**config.mk**
```make
export PLATFORM = sky130hd
export DESIGN_NAME = vdi_regs
export DESIGN_NICKNAME = d
export VERILOG_FILES = /design/src/rtl/vdi_pkg.sv /design/src/rtl/vdi_regs.sv
export SDC_FILE = /design/constraint.sdc
export NUM_CORES = 1
export LEC_CHECK = 0
export BUFFER_PORTS_ARGS = -buffer_cell sky130_fd_sc_hd__buf_4
export CORE_UTILIZATION = 29
export CTS_CLUSTER_SIZE = 25
export DETAILED_ROUTE_END_ITERATION = 10
export PLACE_DENSITY = 0.89
export SLEW_MARGIN = 20
export SYNTH_ARGS = -nofsm -noshare
export SYNTH_HDL_FRONTEND = slang
export SYNTH_SLANG_ARGS = --single-unit
export TNS_END_PERCENT = 100
```
**constraint.sdc**
```tcl
create_clock -name clk -period 1.01 [get_ports clk]
set_input_delay 0.101 -clock clk [delete_from_list [all_inputs] [get_ports clk]]
set_output_delay 0.101 -clock clk [all_outputs]
set_load 0.02 [all_outputs]
```
**src/rtl/vdi_pkg.sv**
```systemverilog
// Shared definitions for the vertex deduplication indexer.
// Holds sizes, codes, the controller state type and the ctrl/datapath bundles.
// No dependencies.
package vdi_pkg;

	// Default sizing, handed to the top-level parameters
	localparam int MAX_UNIQUE_DEF       = 1024;
	localparam int MAX_VERTEX_WORDS_DEF = 8;

	// Fixed field widths
	localparam int INDEX_W = 10;
	localparam int CHUNK_W = 64;
	localparam int VB_W    = 7;

	// Register file
	localparam int              APB_AW           = 3;
	localparam int              APB_DW           = 32;
	localparam logic [VB_W-1:0] VB_RESET         = 7'd32;
	localparam logic            REG_VERTEX_BYTES = 1'b0;  // register index, paddr[2]

	// Input item kinds
	localparam logic KIND_CHUNK = 1'b0;
	localparam logic KIND_START = 1'b1;

	typedef enum logic [1:0] {
		ST_IDLE,
		ST_SEARCH,
		ST_APPEND,
		ST_RESP
	} vdi_state_t;

	// Controller -> datapath
	typedef struct packed {
		logic take;        // input transfer this cycle
		logic scan_start;  // arm the table scan
		logic scan_run;    // scan pointers advance
		logic set_hit;     // latch a match result
		logic set_new;     // latch an append result, arm the append writer
		logic set_full;    // latch an overflow result
		logic append;      // write one word of the new entry
		logic out_load;    // move the result into the output register
	} vdi_cmd_t;

	// Datapath -> controller
	typedef struct packed {
		logic last_chunk;   // current input chunk completes a vertex
		logic empty;        // no unique vertex stored
		logic full;         // table holds MAX_UNIQUE vertices
		logic hit;          // last word of a slot matched on every word
		logic miss;         // last slot finished with no match
		logic append_last;  // final word of the new entry is being written
		logic out_free;     // output register can take a result
	} vdi_stat_t;

endpackage

```
**src/rtl/vdi_regs.sv**
```systemverilog
// APB-style register file holding the vertex size register.
// Depends on vdi_pkg.
module vdi_regs (
	input  logic                           clk,
	input  logic                           arst_n,
	input  logic                           psel,
	input  logic                           penable,
	input  logic                           pwrite,
	input  logic [vdi_pkg::APB_AW-1:0]     paddr,
	input  logic [vdi_pkg::APB_DW-1:0]     pwdata,
	output logic [vdi_pkg::APB_DW-1:0]     prdata,
	output logic                           pready,
	output logic [vdi_pkg::VB_W-1:0]       vertex_bytes,
	output logic                           cfg_wr
);

	logic [vdi_pkg::VB_W-1:0] vb_q;
	logic                     sel_vb;

	assign pready = 1'b1;
	assign sel_vb = (paddr[2] == vdi_pkg::REG_VERTEX_BYTES);

	// Write strobe on the access phase
	assign cfg_wr = psel && penable && pwrite && pready && sel_vb;

	always_ff @(posedge clk or negedge arst_n) begin
		if (!arst_n) begin
			vb_q <= vdi_pkg::VB_RESET;
		end else if (cfg_wr) begin
			vb_q <= pwdata[vdi_pkg::VB_W-1:0];
		end
	end

	// Read mux
	assign prdata       = sel_vb ? vdi_pkg::APB_DW'(vb_q) : '0;
	assign vertex_bytes = vb_q;

endmodule

```
==> reports/results.ini, run 1 <==
[run_status]
run_status=finished, violations left
violations=negative setup slack

[final_layout]
area_growth_pct=50.8
fin_nets=129
n_fill_cell=164
drive_gt1_frac=0.602
largest_reg_flops=7
diodes=0
multi_input_area_sq_um=262
seqCellArea_sq_um=176
layout.cells.non_filler=113

[grt]
grt_pass1_wl_um=1500
first_global_vias=376
grt_max_degree=9
antenna_found_initial=0
track_usage=0.109
gr-total-overflow=0

[drt]
finalWirelength_um=1080
drc=0
drt_iter0_markers=0
drtAntennaViolNets=0
wire_per_inst_um=9.53
via_per_inst=3.59
vias=406
firstDrtPassIters=1

[floorplanning]
start_util=0.313
ios=81
die_w_um=45.4
die-area_sq_mm=0.00206
dieHeight_um=45.4
core-area_sq_mm=0.00175
row_count=15

[setup_path]
endpoint_kind=primary output
cp_max_fo=2
crit_path_start_kind=register
r2r-end=vertex_bytes[2]$_DFFE_PN0P_
rr_startpoint=vertex_bytes[2]$_DFFE_PN0P_
cp.arrival_ns=1.02
critical_path_class=register to primary output
ff2ff_setup_slack_ns=0.13
reg2reg_depth=2
cp.required_ns=0.91

[sta]
post-route-period-util=1.11
period_minus_slack_ns=1.12
slew_violations=0
fin_worst_skew_ns=0
layout_setup_ws_ns=-0.110
rsz0062_at_grt=yes
setup_viol=8
fmax_mhz=893
finalSetupTns_ns=-0.379
hold_viol_final=0

[placed_design]
post-place-ws_ns=0.0644
dp.cells=101
port_buffers=27
gp_congestion=0.600

[cts]
cts_buffers=3
cts_sinks=7
cts_tree=built
clockRootBuffer=clkbuf_4
clk_latency_ns=0.24
cts_buffer_depth=2
h-tree-depth=1
path_clk_slew_ns=0.05

[synth]
synth-edff-count=0
synth.distinct_cells=8
synthArstFlopShare=1.00
synth_top_area_share=0.357
synth_largest_area_cell=buf_4
synth_warnings=0
yosys-top-cells-area=buf_4, dfrtp_1, mux2_2
synthTopCellsByCount=buf_4, and2b_2, mux2_2
yosysSeqAreaShare=0.323
synth.avg_cell_area_sq_um=10.7
ys_ff_latch=7
synth.cell_area_sq_um=547
synth_cells=51
yosys.cell_count.top_type=buf_4
synth-main-ff-cell=dfrtp_1

[min_path]
hold_start=pwdata[3]
whs_path_depth=2
holdPathEnd=vertex_bytes[3]$_DFFE_PN0P_
hold_path_class=input port to register

[flow_run]
cap_viol_max_count=0

[power]
ir_drop_v=0.000599
powerDensity_mw_per_mm2=1650
p_leak_nw=0.463

## metrics by stage
stage               hold WS [ns]  utilization  total power [W]  cell area (sq um)
finish                    0.0886        0.472          0.00136                825
global route              0.0746        0.472          0.00145                825
CTS                       0.0801        0.455          0.00131                795
detailed placement       -0.0797        0.387         0.000928                676
global placement         -0.0816        0.387         0.000909                676
floorplan                 -0.195            -         0.000779                637
## area by class of cell
cell class / count / share of cell area
Timing Repair Buffer: 35 / 0.395
Multi-Input combinational cell: 41 / 0.317
Sequential cell: 7 / 0.214
Tap cell: 25 / 0.0379
Clock buffer: 4 / 0.0319
Inverter: 1 / 0.00455
## cell families after synthesis
| group | after synthesis | synth area share |
|---|---|---|
| buffers and inverters | 27 | 0.364 |
| AND/OR/NAND/NOR | 8 | 0.156 |
| multiplexers | 7 | 0.144 |
| flip-flops | 7 | 0.323 |
| other | 2 | 0.0137 |
## layer usage
metal / track usage / routed length [um] / up-vias / share of wire
met5: 0 / 0 / - / 0
met4: 0.0364 / 0 / 0 / 0
met3: 0.0516 / 94 / 0 / 0.087
met2: 0.234 / 658 / 30 / 0.61
met1: 0.0758 / 324 / 194 / 0.30
li1: - / - / 182 / -
## worst max path at each step
stage / from / to / slack, ns / cells after the start
4_1_cts: vertex_bytes[5]$_DFFE_PN1P_ / prdata[5] / -0.12 / 2
3_3_place_gp: paddr[2] / vertex_bytes[1]$_DFFE_PN0P_ / 0.08 / 3
2_1_floorplan: vertex_bytes[5]$_DFFE_PN1P_ / prdata[5] / 0.12 / 1
5_1_grt: vertex_bytes[5]$_DFFE_PN1P_ / prdata[5] / -0.15 / 2
6_report: vertex_bytes[5]$_DFFE_PN1P_ / prdata[5] / -0.11 / 2
3_5_place_dp: paddr[2] / vertex_bytes[6]$_DFFE_PN0P_ / 0.06 / 3
## layout by cell type (no fill, tap or decap)
master and n:
clkbuf_4 3, buf_6 16, nand4b_4 1, dfrtp_1 6
clkbuf_1 1, buf_4 18, inv_1 1, dlygate4sd3_1 1
dfstp_2 1, and2b_2 7, mux2_2 7, conb_1 26
## power breakdown
group | internal (W) | switching, W | total, W | leakage (nW)
combinational | 0.000379 | 0.000352 | 0.000730 | 0.366
clock | 0.000150 | 0.0000968 | 0.000247 | 0.0150
sequential | 0.000349 | 0.0000322 | 0.000381 | 0.0825
## timing repair
item,4_1_cts,5_1_grt
hold buffers,1,0
endpoints found under the setup margin,8,14
endpoints found under the hold margin,7,0
pin swaps,0,0
resized for setup,8,8
buffers inserted,7,0
## worst max-delay path, stage by stage, from the launching register on
cell and delay [ns]:
dfstp_2 0.53, and2b_2 0.14, buf_6 0.11
Power figures use the tool's default switching activity.
==> inputs of run 2 (changes only) <==
--- a/config.mk
+++ b/config.mk
@@ -6,7 +6,9 @@
 export NUM_CORES = 1
 export LEC_CHECK = 0
 export BUFFER_PORTS_ARGS = -buffer_cell sky130_fd_sc_hd__buf_4
-export CORE_UTILIZATION = 29
+export CELL_PAD_IN_SITES_DETAIL_PLACEMENT = 0
+export CELL_PAD_IN_SITES_GLOBAL_PLACEMENT = 1
+export CORE_UTILIZATION = 18
 export CTS_CLUSTER_SIZE = 25
 export DETAILED_ROUTE_END_ITERATION = 10
 export PLACE_DENSITY = 0.89
==> run 2 against run 1 <==
The flow finishes with violations (design-rule violations, negative setup slack); utilization shrank 17 points; register-to-register slack is essentially flat; final cell count up 5.3%.
==> reports/results.ini, run 2 (synthesized netlist as in run 1, its figures left out) <==
[grt]
track_usage=0.0729
gr-total-overflow=0
grt_max_degree=9
antenna_found_initial=0
grt_pass1_wl_um=1720
first_global_vias=386

[placed_design]
post-place-ws_ns=0.0555
gp_congestion=0.579
port_buffers=27
dp.cells=107
dp_hpwl_um=843

[drt]
finalWirelength_um=1130
via_per_inst=3.29
drc=5
wire_per_inst_um=9.50
drt_iter0_markers=11
drtAntennaViolNets=0
vias=391
firstDrtPassIters=6

[final_layout]
fin_nets=129
drive_gt1_frac=0.602
n_fill_cell=287
seqCellArea_sq_um=176
area_growth_pct=54.9
layout_commonest_cell=conb_1
layout.cells.non_filler=119
largest_reg_flops=7
multi_input_area_sq_um=262
diodes=0
final_cell_mix=conb_1, buf_6, buf_4

[setup_path]
ff2ff_setup_slack_ns=0.13
cp.arrival_ns=1.02
startpoint=vertex_bytes[5]$_DFFE_PN1P_
r2r-end=vertex_bytes[4]$_DFFE_PN0P_
crit_path_start_kind=register
cp.required_ns=0.91
reg2reg_depth=2
critical_path_class=register to primary output
cp_max_fo=2
rr_startpoint=vertex_bytes[4]$_DFFE_PN0P_
endpoint_kind=primary output
crit_end=prdata[5]

[floorplanning]
row_count=19
start_util=0.195
ios=81
die_w_um=57.1
core-area_sq_mm=0.00281
die-area_sq_mm=0.00326
dieHeight_um=57.1

[cts]
cts_buffers=3
clockRootBuffer=clkbuf_4
cts_sinks=7
path_clk_slew_ns=0.05
cts_tree=built
clk_latency_ns=0.24
cts_buffer_depth=2
h-tree-depth=1

[power]
internal-power_w=0.000900
p_leak_nw=0.468
p_sw_w=0.000494
ir_drop_v=0.000519
swShare=0.354
p_comb_frac=0.542
powerDensity_mw_per_mm2=1650
seq_power_share=0.280
pwr-share-clk=0.178

[sta]
post-route-period-util=1.11
rsz0062_at_grt=yes
slew_violations=0
layout_setup_ws_ns=-0.109
fin_worst_skew_ns=0
setup_viol=8
period_minus_slack_ns=1.12
hold_viol_final=0
fmax_mhz=894

[min_path]
hold_path_class=input port to register
whs_path_depth=2
hold_start=pwdata[3]

[flow_run]
cap_viol_max_count=0

[run_status]
violations=design-rule violations, negative setup slack
run_status=finished, violations left

-- run 2: worst min path at each step --
stage / endpoint
finish: vertex_bytes[3]$_DFFE_PN0P_
global route: vertex_bytes[3]$_DFFE_PN0P_
CTS: vertex_bytes[3]$_DFFE_PN0P_
detailed placement: vertex_bytes[6]$_DFFE_PN0P_
global placement: vertex_bytes[6]$_DFFE_PN0P_
floorplan: vertex_bytes[0]$_DFFE_PN0P_
-- run 2: repair_timing --
| action | 4_1_cts | 5_1_grt |
|---|---|---|
| gates resized for setup | 10 | 10 |
| hold buffers | 1 | 0 |
| setup endpoints to repair | 8 | 14 |
| hold endpoints to repair | 7 | 0 |
| buffers inserted | 7 | 0 |
-- run 2: layer usage --
| layer | track usage | vias to the layer above | part of all wire |
|---|---|---|---|
| li1 | - | 181 | - |
| met1 | 0.0575 | 193 | 0.27 |
| met2 | 0.153 | 17 | 0.68 |
| met3 | 0.0136 | 0 | 0.050 |
| met4 | 0.0523 | 0 | 0 |
| met5 | 0 | - | 0 |
-- run 2: cell type report --
cell class                 instances  share of cell area
clock buffer                       4              0.0310
inverter                           1             0.00443
multi-input combinational         41               0.309
sequential                         7               0.208
tap                               31              0.0458
timing repair buffer              35               0.402
-- run 2: worst max-delay path, stage by stage (launching register included) --
cell	delay [ns]
dfstp_2	0.52
and2b_2	0.14
buf_6	0.11
-- run 2: power by group through the flow --
| stage | Sequential, W | Clock [W] | Combinational [W] |
|---|---|---|---|
| final | 0.000390 | 0.000249 | 0.000756 |
| after floorplan | 0.000469 | 0 | 0.000311 |
| after CTS | 0.000379 | 0.000262 | 0.000690 |
| after global routing | 0.000399 | 0.000280 | 0.000790 |
| after global placement | 0.000393 | 0 | 0.000524 |
| after detailed placement | 0.000400 | 0 | 0.000528 |
-- run 2: stage by stage --
stage               setup TNS, ns  hold WS (ns)  instance area [sq um]  total power, W   util
floorplan                       0        -0.195                    637        0.000779      -
global placement                0       -0.0800                    683        0.000917  0.244
detailed placement              0       -0.0788                    683        0.000927  0.244
CTS                        -0.454        0.0767                    810         0.00133  0.289
global route               -0.808        0.0734                    847         0.00147  0.302
finish                     -0.481        0.0834                    847         0.00139  0.302
