==> src/rtl/vdi_pkg.sv <==
// Shared definitions for the vertex deduplication indexer.
// Holds sizes, codes, the controller state type and the ctrl/datapath bundles.
// No dependencies.
package vdi_pkg;

	// Default sizing, handed to the top-level parameters
	localparam int MAX_UNIQUE_DEF       = 1024;
	localparam int MAX_VERTEX_WORDS_DEF = 8;

	// Fixed field widths
	localparam int INDEX_W = 10;
	localparam int CHUNK_W = 64;
	localparam int VB_W    = 7;

	// Register file
	localparam int              APB_AW           = 3;
	localparam int              APB_DW           = 32;
	localparam logic [VB_W-1:0] VB_RESET         = 7'd32;
	localparam logic            REG_VERTEX_BYTES = 1'b0;  // register index, paddr[2]

	// Input item kinds
	localparam logic KIND_CHUNK = 1'b0;
	localparam logic KIND_START = 1'b1;

	typedef enum logic [1:0] {
		ST_IDLE,
		ST_SEARCH,
		ST_APPEND,
		ST_RESP
	} vdi_state_t;

	// Controller -> datapath
	typedef struct packed {
		logic take;        // input transfer this cycle
		logic scan_start;  // arm the table scan
		logic scan_run;    // scan pointers advance
		logic set_hit;     // latch a match result
		logic set_new;     // latch an append result, arm the append writer
		logic set_full;    // latch an overflow result
		logic append;      // write one word of the new entry
		logic out_load;    // move the result into the output register
	} vdi_cmd_t;

	// Datapath -> controller
	typedef struct packed {
		logic last_chunk;   // current input chunk completes a vertex
		logic empty;        // no unique vertex stored
		logic full;         // table holds MAX_UNIQUE vertices
		logic hit;          // last word of a slot matched on every word
		logic miss;         // last slot finished with no match
		logic append_last;  // final word of the new entry is being written
		logic out_free;     // output register can take a result
	} vdi_stat_t;

endpackage

==> src/rtl/vdi_ctrl.sv <==
// Controller FSM for the vertex deduplication indexer: sequences assembly,
// table scan, append and result hand-off. Depends on vdi_pkg.
module vdi_ctrl (
	input  logic               clk,
	input  logic               arst_n,
	input  logic               in_valid,
	output logic               in_stall,
	input  vdi_pkg::vdi_stat_t stat,
	output vdi_pkg::vdi_cmd_t  cmd
);

	vdi_pkg::vdi_state_t state_q, state_nxt;

	always_ff @(posedge clk or negedge arst_n) begin
		if (!arst_n) begin
			state_q <= vdi_pkg::ST_IDLE;
		end else begin
			state_q <= state_nxt;
		end
	end

	// Next state
	always_comb begin
		state_nxt = state_q;
		case (state_q)
			vdi_pkg::ST_IDLE: begin
				if (in_valid && stat.last_chunk) begin
					state_nxt = stat.empty ? vdi_pkg::ST_APPEND : vdi_pkg::ST_SEARCH;
				end
			end
			vdi_pkg::ST_SEARCH: begin
				if (stat.hit) begin
					state_nxt = vdi_pkg::ST_RESP;
				end else if (stat.miss) begin
					state_nxt = stat.full ? vdi_pkg::ST_RESP : vdi_pkg::ST_APPEND;
				end
			end
			vdi_pkg::ST_APPEND: begin
				if (stat.append_last) begin
					state_nxt = vdi_pkg::ST_RESP;
				end
			end
			vdi_pkg::ST_RESP: begin
				if (stat.out_free) begin
					state_nxt = vdi_pkg::ST_IDLE;
				end
			end
			default: state_nxt = vdi_pkg::ST_IDLE;
		endcase
	end

	// Outputs
	always_comb begin
		cmd      = '0;
		in_stall = 1'b1;
		case (state_q)
			vdi_pkg::ST_IDLE: begin
				in_stall       = 1'b0;
				cmd.take       = in_valid;
				cmd.scan_start = in_valid && stat.last_chunk && !stat.empty;
				cmd.set_new    = in_valid && stat.last_chunk && stat.empty;
			end
			vdi_pkg::ST_SEARCH: begin
				cmd.scan_run = 1'b1;
				cmd.set_hit  = stat.hit;
				cmd.set_full = !stat.hit && stat.miss && stat.full;
				cmd.set_new  = !stat.hit && stat.miss && !stat.full;
			end
			vdi_pkg::ST_APPEND: begin
				cmd.append = 1'b1;
			end
			vdi_pkg::ST_RESP: begin
				cmd.out_load = stat.out_free;
			end
			default: begin
				cmd      = '0;
				in_stall = 1'b1;
			end
		endcase
	end

endmodule

==> config.mk <==
export PLATFORM = sky130hd
export DESIGN_NAME = vdi_ctrl
export DESIGN_NICKNAME = d
export VERILOG_FILES = /design/src/rtl/vdi_pkg.sv /design/src/rtl/vdi_ctrl.sv
export SDC_FILE = /design/constraint.sdc
export NUM_CORES = 1
export LEC_CHECK = 0
export ABC_AREA = 1
export CORE_AREA = 10 10 47 49
export CTS_BUF_LIST = sky130_fd_sc_hd__clkbuf_2 sky130_fd_sc_hd__clkbuf_4 sky130_fd_sc_hd__clkbuf_8
export CTS_CLUSTER_DIAMETER = 30
export DETAILED_ROUTE_END_ITERATION = 8
export DIE_AREA = 0 0 57 59
export DONT_BUFFER_PORTS = 1
export SLEW_MARGIN = 20
export SYNTH_ARGS = -nofsm -noshare
export SYNTH_HDL_FRONTEND = slang
export SYNTH_SLANG_ARGS = --single-unit
export TNS_END_PERCENT = 50
==> constraint.sdc <==
create_clock -name clk -period 2.8 [get_ports clk]
set_clock_uncertainty 0.1 [all_clocks]
set_input_delay 0.56 -clock clk [delete_from_list [all_inputs] [get_ports clk]]
set_output_delay 0.56 -clock clk [all_outputs]
set_load 0.01 [all_outputs]
==> impl_results.md, run 1 <==
* Dpl cell area at 304 sq um
* Slowest CP cell: nor3b_1
* Number of I/O pins at 19
* Hold-fix buffers at CTS at 1
* M1 WL at 294 um
* H-tree levels at 1
* Leak Pwr at 0.000182 uW
* Max FFs per register at 2
* Wirelength per Cell at 12.3 um
* Hold path depth at 2
* Storage element area at 50.0 sq um
* DRC errors left at 0
* First-pass DRT Iterations at 2
* Clock-pin slew on the worst setup and hold paths at 30 ps
* Slew Viols, Final at 0
* Vias in the first global route at 291
* Max Freq at 460 MHz
* Clk pwr share at 17.2%
* Share of the synthesized area in the top cell type at 18.5%
* Final setup fails at 0
* Total CTS buffers at 3
* Routed wl met3 at 81 um
* Skew-Pair Late Insertion Delay at 220 ps
* GP Congestion at 0.667
* Detailed-route wire length at 776 um
* Postcts setup bufs at 0
* Crit path cell chain: inv_1 -> ha_1 -> nand2_1 -> nor3b_1
* Flop pwr share at 16.5%
* Initial DRC Count at 6
* Crit path capture type: primary output
* Hold Crit Class: reg -> reg
* Met2 wire len at 399 um
* Layout Nets at 63
* Tightest Pin Transition at 459 ps
* CTS tree: yes
* Area of the multi-input gates at 200 sq um
* Ant. Diodes at 0
* Fillers at 169
* Design area at 337 sq um
* Crit-path max FO at 5
* Setup WS pre-CTS at 832 ps
* Bufs and invs on worst path at 1
* First-pass GRT wire length at 1210 um
* Via density at 4.24
* Fin crit share at 77.6%
* Total global routing overflow at 0
* Number of synthesized flops with an enable pin at 0
* Flops & latches, synth at 2
* Initial Utilization at 20.3%
* Total die area at 3360 sq um
* Post-DRT Antenna Nets at 0
* Synthesized area per cell at 6.61 sq um
* Internal Power at 178 uW
* Synth-to-Final Area Change at 18.5%
* Clk buf depth at 2
* Status: finished clean
* Clock sink total at 2
* Routed via count at 267
* Power Density at 1090 nW/um^2
* Post-DP HPWL at 699 um
* Final setup TNS at 0 ps
* Most flop-heavy register: state_q
* Unrepaired setup endpoints after global routing: no
* Critical Path RT at 2140 ps
* Critical path type: reg -> out
* Post-Synthesis Cells at 43
* Die width at 57 um
* Primary FF master, synth: dfrtp_1
* Slew margin rel. at 69.3%
* Final Hold Viols at 0
* Fin crit period at 2170 ps
* Post-Layout Cell Count at 63
* Top Metal Used: met3
* Die height at 59 um
* Ys Warns at 0
* Worst-case reg-to-reg path depth at 6
* Post-CTS Resized at 0
* CP Depth at 4
* Startpoint types: flip-flop
* Largest net degree at the start of global routing at 6
* Library cells used by synthesis at 18
* Worst EP arrival at 1510 ps
* Initial antenna violation count at 0
* Sequential area share after synthesis at 17.6%
* Sw Pwr at 188 uW
* Synth area leaders: nand2_1 (19%), dfrtp_1 (18%), ha_1 (18%)
* Core ar. at 1400 sq um
* Cell family with most CP delay: simple AND/OR/NAND/NOR gates
* Peak VDD IR at 0.329 mV
* Max-Cap Viols at 0
* Post-Synthesis Net Count at 57
* Layout cells sized above 1 at 17.0%
* Inst Count DP at 59
* Finished Core Util at 24.0%
* Port Buffers at 0
* Fin worst setup slack at 628 ps
* CTS Root Cell: clkbuf_4
* Switching Share at 51.3%
* Number of cell rows at 14
* Combinational share of power at 66.4%
* Crit-path max cell delay at 410 ps
* Cell taking the most area after synthesis: nand2_1
* Asr flop ratio synth at 100%
* Total global-route track usage at 4.71%
* Largest registers: state_q (2)
* Synthesized area at 284 sq um
final timing paths:
kind	startpoint	end	slack, ps
max reg2reg	state_q[0]$_DFFE_PN0P_	state_q[0]$_DFFE_PN0P_	1430
min reg2reg	state_q[1]$_DFFE_PN0P_	state_q[1]$_DFFE_PN0P_	440
max in group asynchronous	arst_n	state_q[0]$_DFFE_PN0P_	2010
min	state_q[1]$_DFFE_PN0P_	state_q[1]$_DFFE_PN0P_	440
max	state_q[1]$_DFFE_PN0P_	cmd[2]	630
min in group asynchronous	arst_n	state_q[1]$_DFFE_PN0P_	470
logic make-up (layout without fill, tap and decap cells):
kind of cell / count (synthesis) / after routing / share of synthesized area, %
flip-flops: 2 / 2 / 17.6
AO/OA/AOI/OAI: 6 / 6 / 15.4
adder cells (fa/ha/maj): 4 / 4 / 17.6
buffers and inverters: 9 / 13 / 11.9
AND/OR/NAND/NOR: 22 / 22 / 37.4
cells in the final DEF (no fill, tap or decap):
| cell type | n |
|---|---|
| inv_2 | 1 |
| nand2_1 | 14 |
| dlygate4sd3_1 | 1 |
| dfrtp_1 | 2 |
| o21ai_0 | 1 |
| inv_1 | 7 |
| clkbuf_4 | 3 |
| a21oi_1 | 1 |
| nor2_4 | 1 |
| ha_1 | 4 |
| o21ai_4 | 1 |
| o21ai_1 | 2 |
| nand2_4 | 1 |
| clkinv_1 | 1 |
| o31ai_1 | 1 |
| nand2_2 | 1 |
| nor3b_1 | 1 |
| nor3_1 | 1 |
| nand3_1 | 1 |
| nor2_1 | 2 |
per-stage QoR:
stage / hold slack [ps] / total power (uW)
2_1_floorplan: 164 / 263
3_3_place_gp: 165 / 306
3_5_place_dp: 165 / 310
4_1_cts: 447 / 380
5_1_grt: 458 / 412
6_report: 440 / 366
routing by layer:
layer	global-route usage, %	vias up
met1	4.27	116
met5	0	-
li1	-	141
met4	3.02	0
met2	7.75	10
met3	3.00	0
cell usage after synthesis, types with 2 or more instances:
cell	count
ha_1	4
nand2_1	14
dfrtp_1	2
nor2_1	2
inv_1	7
o21ai_1	2
power groups by stage:
stage	sequential, uW	clock, uW	combinational (uW)
2_1_floorplan	56.9	0	207
3_3_place_gp	58.8	0	247
3_5_place_dp	61.1	0	249
4_1_cts	60.7	67.6	251
5_1_grt	61.6	70.6	280
6_report	60.3	62.9	243
tightest hold or removal path, cell delays in order, from the launching register on:
cell	delay [ps]
dfrtp_1	370
o21ai_1	80
nand2_1	50
final cells by class:
type,count,share of cell area (%)
inverter,9,10.0
timing repair buffer,1,2.97
clock buffer,3,6.69
multi-input combinational,32,59.5
sequential,2,14.9
tap,16,5.95
(Power assumes the default switching activity.)
==> run 2: changes to the inputs <==
==> constraint.sdc (replaced) <==
create_clock -name clk -period 1.85 [get_ports clk]
set_clock_uncertainty 0.1 [all_clocks]
set_input_delay 0.37 -clock clk [delete_from_list [all_inputs] [get_ports clk]]
set_output_delay 0.37 -clock clk [all_outputs]
set_load 0.01 [all_outputs]
==> impl_results.md, run 2 (synthesis gave the netlist of run 1 again) <==
* Status: finished clean
* CTS Root Cell: clkbuf_4
* Post-DP HPWL at 703 um (+0.54%)
* Max Freq at 556 MHz
* Crit Reg-Reg Startpoint: state_q[0]$_DFFE_PN0P_
* Number of I/O pins at 19 (unchanged)
* Port Buffers at 0 (unchanged)
* Largest net degree at the start of global routing at 6 (unchanged)
* Crit-path max cell delay at 410 ps (about the same)
* Layout Nets at 68 (+7.9%)
* Initial antenna violation count at 0 (unchanged)
* Total global-route track usage at 4.92% (+0.21 points)
* Initial DRC Count at 1 (-5)
* Final Hold Viols at 0 (unchanged)
* Clock-pin slew on the worst setup and hold paths at 30 ps (about the same)
* Wirelength per Cell at 13.1 um (+6.5%)
* Largest registers: state_q (2)
* Total die area at 3360 sq um (unchanged)
* Max-Cap Viols at 0 (unchanged)
* Via density at 4.21 (-0.76%)
* Crit-path max FO at 5 (unchanged)
* Finished Core Util at 29.6% (+5.6 points)
* Power Density at 1680 nW/um^2 (+54%)
* Post-DRT Antenna Nets at 0 (unchanged)
* Core ar. at 1400 sq um (unchanged)
* Routed via count at 286 (+7.1%)
* First-pass GRT wire length at 1260 um (+4.0%)
* Critical Path RT at 1380 ps (-760 ps)
* Clock sink total at 2 (unchanged)
* Worst EP arrival at 1330 ps (-180 ps)
* Tot Pwr at 698 uW (+91%)
* Layout cells sized above 1 at 44.2% (+27 points)
* Worst-case reg-to-reg path depth at 7 (+1)
* RR Endpoint: state_q[0]$_DFFE_PN0P_
* Startpoint types: flip-flop
* Commonest non-fill, non-tap cells in the layout: nand2_1 (12), inv_1 (5), buf_4 (5), inv_2 (4)
* Die height at 59 um (unchanged)
* Die width at 57 um (unchanged)
* DRC errors left at 0 (unchanged)
* Detailed-route wire length at 892 um (+15%)
* Crit path capture type: primary output
* Total global routing overflow at 0 (unchanged)
* Ant. Diodes at 0 (unchanged)
* Fin crit share at 97.1%
* Cell family with most CP delay: flip-flops
* Number of cell rows at 14 (unchanged)
* Slowest CP cell: dfrtp_1
* Bufs and invs on worst path at 2 (+1)
* Total CTS buffers at 3 (unchanged)
* Fin crit period at 1800 ps
* Slew margin rel. at 75.6% (+6.3 points)
* Final setup fails at 0 (unchanged)
* Crit path cell chain: inv_2 -> ha_4 -> inv_2 -> nor3_1
* Tightest Pin Transition at 363 ps (-96.0 ps)
* Most common cell after layout, fill and taps aside: nand2_1
* CTS tree: yes
* Reg-to-reg slack, setup at 340 ps (-1090 ps)
* H-tree levels at 1 (unchanged)
* Initial Utilization at 20.3% (unchanged)
* Critical path type: reg -> out
* Critical Path Most Common Cell: inv_2
* GP Congestion at 0.700 (+4.9%)
* First-pass DRT Iterations at 2 (unchanged)
* Vias in the first global route at 308 (+5.8%)
* Max FFs per register at 2 (unchanged)
* Fillers at 168 (-0.59%)
* Synth-to-Final Area Change at 46.3%
* Hold Crit Class: in -> async
* Clk buf depth at 2 (unchanged)
* Skew-Pair Late Insertion Delay at 220 ps (about the same)
* Leak Pwr at 0.000214 uW (+17%)
* Most flop-heavy register: state_q
* Slew Viols, Final at 0 (unchanged)
* Peak VDD IR at 0.573 mV (+74%)
[run 2: changes by cell type in the layout (fill, tap and decap cells not counted), sizes merged]
cell	delta
clkinv	-1
buf	+5
inv	+1
[run 2: worst register-to-register path, cell delays in order, from the launching register on]
cell and delay, ps:
dfrtp_2 410, inv_2 80, buf_4 130, ha_1 260, nand2_1 140, o21ai_4 80, o21ai_1 130, nand2_1 60
[run 2: power breakdown]
group          switching, uW  internal [uW]
registers               32.6           70.5
clock network           24.9           71.6
logic                    283            216
total                    340            358
[run 2: worst max path at each step]
| stage | start | cells past startpoint | to | slack (ps) |
|---|---|---|---|---|
| 2_1_floorplan | state_q[1]$_DFFE_PN0P_ | 4 | cmd[3] | 220 |
| 3_3_place_gp | state_q[1]$_DFFE_PN0P_ | 7 | cmd[3] | 210 |
| 3_5_place_dp | state_q[0]$_DFFE_PN0P_ | 7 | cmd[3] | 200 |
| 4_1_cts | state_q[0]$_DFFE_PN0P_ | 7 | cmd[3] | 20 |
| 5_1_grt | state_q[1]$_DFFE_PN0P_ | 5 | cmd[3] | -8 |
| 6_report | state_q[1]$_DFFE_PN0P_ | 4 | cmd[6] | 50 |
[run 2: per-stage QoR]
stage	instances	setup WS, ps	area (sq um)	hold slack (ps)	setup TNS (ps)
floorplan	43	223	284	-25.6	0
global placement	62	214	327	-25.5	0
detailed placement	62	202	327	-25.5	0
CTS	66	18.9	374	271	0
global route	68	-8.37	415	284	-9.03
finish	68	52.8	415	279	0
[run 2: final cells by class]
type	count	area (sq um)	share of cell area [%]
Multi-Input combinational cell	32	240	57.8
Sequential cell	2	51.3	12.3
Timing Repair Buffer	6	47.5	11.4
Inverter	9	33.8	8.13
Clock buffer	3	22.5	5.42
Tap cell	16	20.0	4.82
[run 2: what timing repair did]
action / CTS / global route
hold buffers: 1 / 0
setup endpoints to repair: 2 / 1
gates cloned: 0 / 0
resized for setup: 4 / 8
endpoints found under the hold margin: 2 / 0
pin swaps: 0 / 2
setup buffers: 0 / 2
[run 2: routing by layer]
metal / global-route usage, % / wire length (um) / vias up
li1: - / - / 150
met1: 4.13 / 280 / 125
met2: 8.06 / 516 / 11
met3: 2.58 / 94 / 0
met4: 5.03 / 0 / 0
met5: 0 / 0 / -
==> run 3: changes to the inputs <==
--- a/config.mk
+++ b/config.mk
@@ -6,13 +6,11 @@
 export NUM_CORES = 1
 export LEC_CHECK = 0
 export ABC_AREA = 1
+export BUFFER_PORTS_ARGS = -buffer_cell sky130_fd_sc_hd__buf_2
 export CORE_AREA = 10 10 47 49
 export CTS_BUF_LIST = sky130_fd_sc_hd__clkbuf_2 sky130_fd_sc_hd__clkbuf_4 sky130_fd_sc_hd__clkbuf_8
-export CTS_CLUSTER_DIAMETER = 30
 export DETAILED_ROUTE_END_ITERATION = 8
 export DIE_AREA = 0 0 57 59
-export DONT_BUFFER_PORTS = 1
-export SLEW_MARGIN = 20
 export SYNTH_ARGS = -nofsm -noshare
 export SYNTH_HDL_FRONTEND = slang
 export SYNTH_SLANG_ARGS = --single-unit
==> impl_results.md, run 3 (synthesis gave the netlist of run 1 again) <==
* Wirelength per Cell at 10.6 um (-19%)
* Number of I/O pins at 19 (unchanged)
* Port Buffers at 18 (+18)
* Ant. Diodes at 0 (unchanged)
* Most common cell after layout, fill and taps aside: buf_2
* Crit-path max FO at 5 (unchanged)
* Routed via count at 348 (+22%)
* Total global-route track usage at 5.32% (+0.41 points)
* Crit path cell chain: inv_2 -> ha_4 -> nand2_2 -> clkinv_1 -> nand3_1 -> o31ai_2 -> buf_2
* Slew margin rel. at 88.4% (+13 points)
* Power Density at 1540 nW/um^2 (-8.4%)
* Max FFs per register at 2 (unchanged)
* Status: finished clean
* Design area at 485 sq um (+17%)
* Layout Nets at 84 (+24%)
* Die width at 57 um (unchanged)
* Worst EP arrival at 1300 ps (-30 ps)
* Tightest Pin Transition at 172 ps (-191 ps)
* GP Congestion at 0.634 (-9.4%)
* Detailed-route wire length at 891 um (-0.11%)
* Layout cells sized above 1 at 54.4% (+10 points)
* CTS Root Cell: clkbuf_4
* Most flop-heavy register: state_q
* DRC errors left at 0 (unchanged)
* Fin crit period at 1770 ps (-26.1 ps)
* Total die area at 3360 sq um (unchanged)
* Clock sink total at 2 (unchanged)
* RR Endpoint: state_q[1]$_DFFE_PN0P_
* Slew Viols, Final at 0 (unchanged)
* Largest registers: state_q (2)
* Skew-Pair Late Insertion Delay at 220 ps (about the same)
* Commonest non-fill, non-tap cells in the layout: buf_2 (18), nand2_1 (12), inv_1 (5)
* Startpoint types: flip-flop
* Final setup fails at 0 (unchanged)
* Initial DRC Count at 6 (+5)
* Total CTS buffers at 3 (unchanged)
* Clk buf depth at 2 (unchanged)
* Total global routing overflow at 0 (unchanged)
* Crit Reg-Reg Startpoint: state_q[0]$_DFFE_PN0P_
* H-tree levels at 1 (unchanged)
* First-pass DRT Iterations at 2 (unchanged)
* Post-DP HPWL at 684 um (-2.6%)
* Leak Pwr at 0.000279 uW (+31%)
* Largest net degree at the start of global routing at 6 (unchanged)
* Reg-to-reg slack, setup at 460 ps (+120 ps)
* Peak VDD IR at 0.779 mV (+36%)
* First-pass GRT wire length at 1400 um (+12%)
* Crit-path max cell delay at 390 ps (-20 ps)
* Hold Crit Class: in -> async
* Critical Path RT at 1380 ps (about the same)
* Dpl cell area at 394 sq um (+21%)
* Initial Utilization at 20.3% (unchanged)
* Initial antenna violation count at 0 (unchanged)
* Inst Count DP at 77 (+24%)
* Vias in the first global route at 356 (+16%)
* Crit path capture type: primary output
* Post-DRT Antenna Nets at 0 (unchanged)
* Final Hold Viols at 0 (unchanged)
* Critical path type: reg -> out
* Core ar. at 1400 sq um (unchanged)
* Max-Cap Viols at 0 (unchanged)
* Finished Core Util at 34.6% (+5.0 points)
* Post-Layout Cell Count at 84 (+24%)
* CTS tree: yes
* Via density at 4.14 (-1.5%)
* Worst-case reg-to-reg path depth at 7 (unchanged)
* Slowest CP cell: dfrtp_1
* Number of cell rows at 14 (unchanged)
* Synth-to-Final Area Change at 70.9%
* Max Freq at 565 MHz (+1.5%)
* Fin crit share at 95.7% (-1.4 points)
* Clock-pin slew on the worst setup and hold paths at 30 ps (about the same)
* Die height at 59 um (unchanged)
-- run 3: cell types whose count changed in the layout (fill, tap and decap cells not counted) --
cell	previous run	this run
nand3_1	0	1
buf_4	5	3
inv_2	4	3
nand3_2	1	0
clkinv_1	0	1
buf_2	0	18
-- run 3: timing repair --
item / in CTS / in global routing
pin swaps: 0 / 3
setup endpoints to repair: 2 / 1
hold buffers: 1 / 0
setup buffers: 0 / 3
endpoints found under the hold margin: 2 / 0
resized for setup: 7 / 3
-- run 3: cell type report --
cell class / instances / area [sq um]
multi-input combinational: 32 / 235
sequential: 2 / 51.3
timing repair buffer: 22 / 123
inverter: 9 / 33.8
tap: 16 / 20.0
fill: 170 / 916
clock buffer: 3 / 22.5
-- run 3: layer usage --
layer	global-route usage [%]	vias to the layer above	part of all wire, %
met2	8.84	10	53
li1	-	184	-
met1	5.13	154	39
met5	0	-	0
met4	5.03	0	0
met3	1.72	0	8.0
-- run 3: how the worst max path moves through the flow --
stage / start / endpoint / slack (ps) / cells after the start
after floorplan: state_q[1]$_DFFE_PN0P_ / cmd[3] / 220 / 4
after global placement: state_q[1]$_DFFE_PN0P_ / cmd[2] / 210 / 5
after detailed placement: state_q[0]$_DFFE_PN0P_ / cmd[3] / 200 / 7
after CTS: state_q[0]$_DFFE_PN0P_ / cmd[3] / 40 / 7
after global routing: state_q[1]$_DFFE_PN0P_ / cmd[3] / -10 / 7
final: state_q[1]$_DFFE_PN0P_ / cmd[3] / 80 / 7
-- run 3: worst max-delay path, delay by kind of cell (launching register included) --
| kind | cells | cell delay (ps) |
|---|---|---|
| flip-flops | 1 | 390 |
| buffers and inverters | 3 | 320 |
| adder cells (fa/ha/maj) | 1 | 170 |
| AND/OR/NAND/NOR | 2 | 130 |
| AO/OA/AOI/OAI | 1 | 60 |
-- run 3: where the power goes --
part           switching, uW  internal (uW)
sequential              22.3           70.5
combinational            308            249
clock                   25.6           71.6
-- run 3: per-stage QoR --
step	setup TNS [ps]	power (uW)	hold WS, ps	setup slack (ps)
final	0	747	353	79.0
after global routing	-11.7	828	372	-11.7
after CTS	0	691	342	40.8
after detailed placement	0	520	56.2	200
after global placement	0	521	54.8	211
after floorplan	0	399	-25.6	223
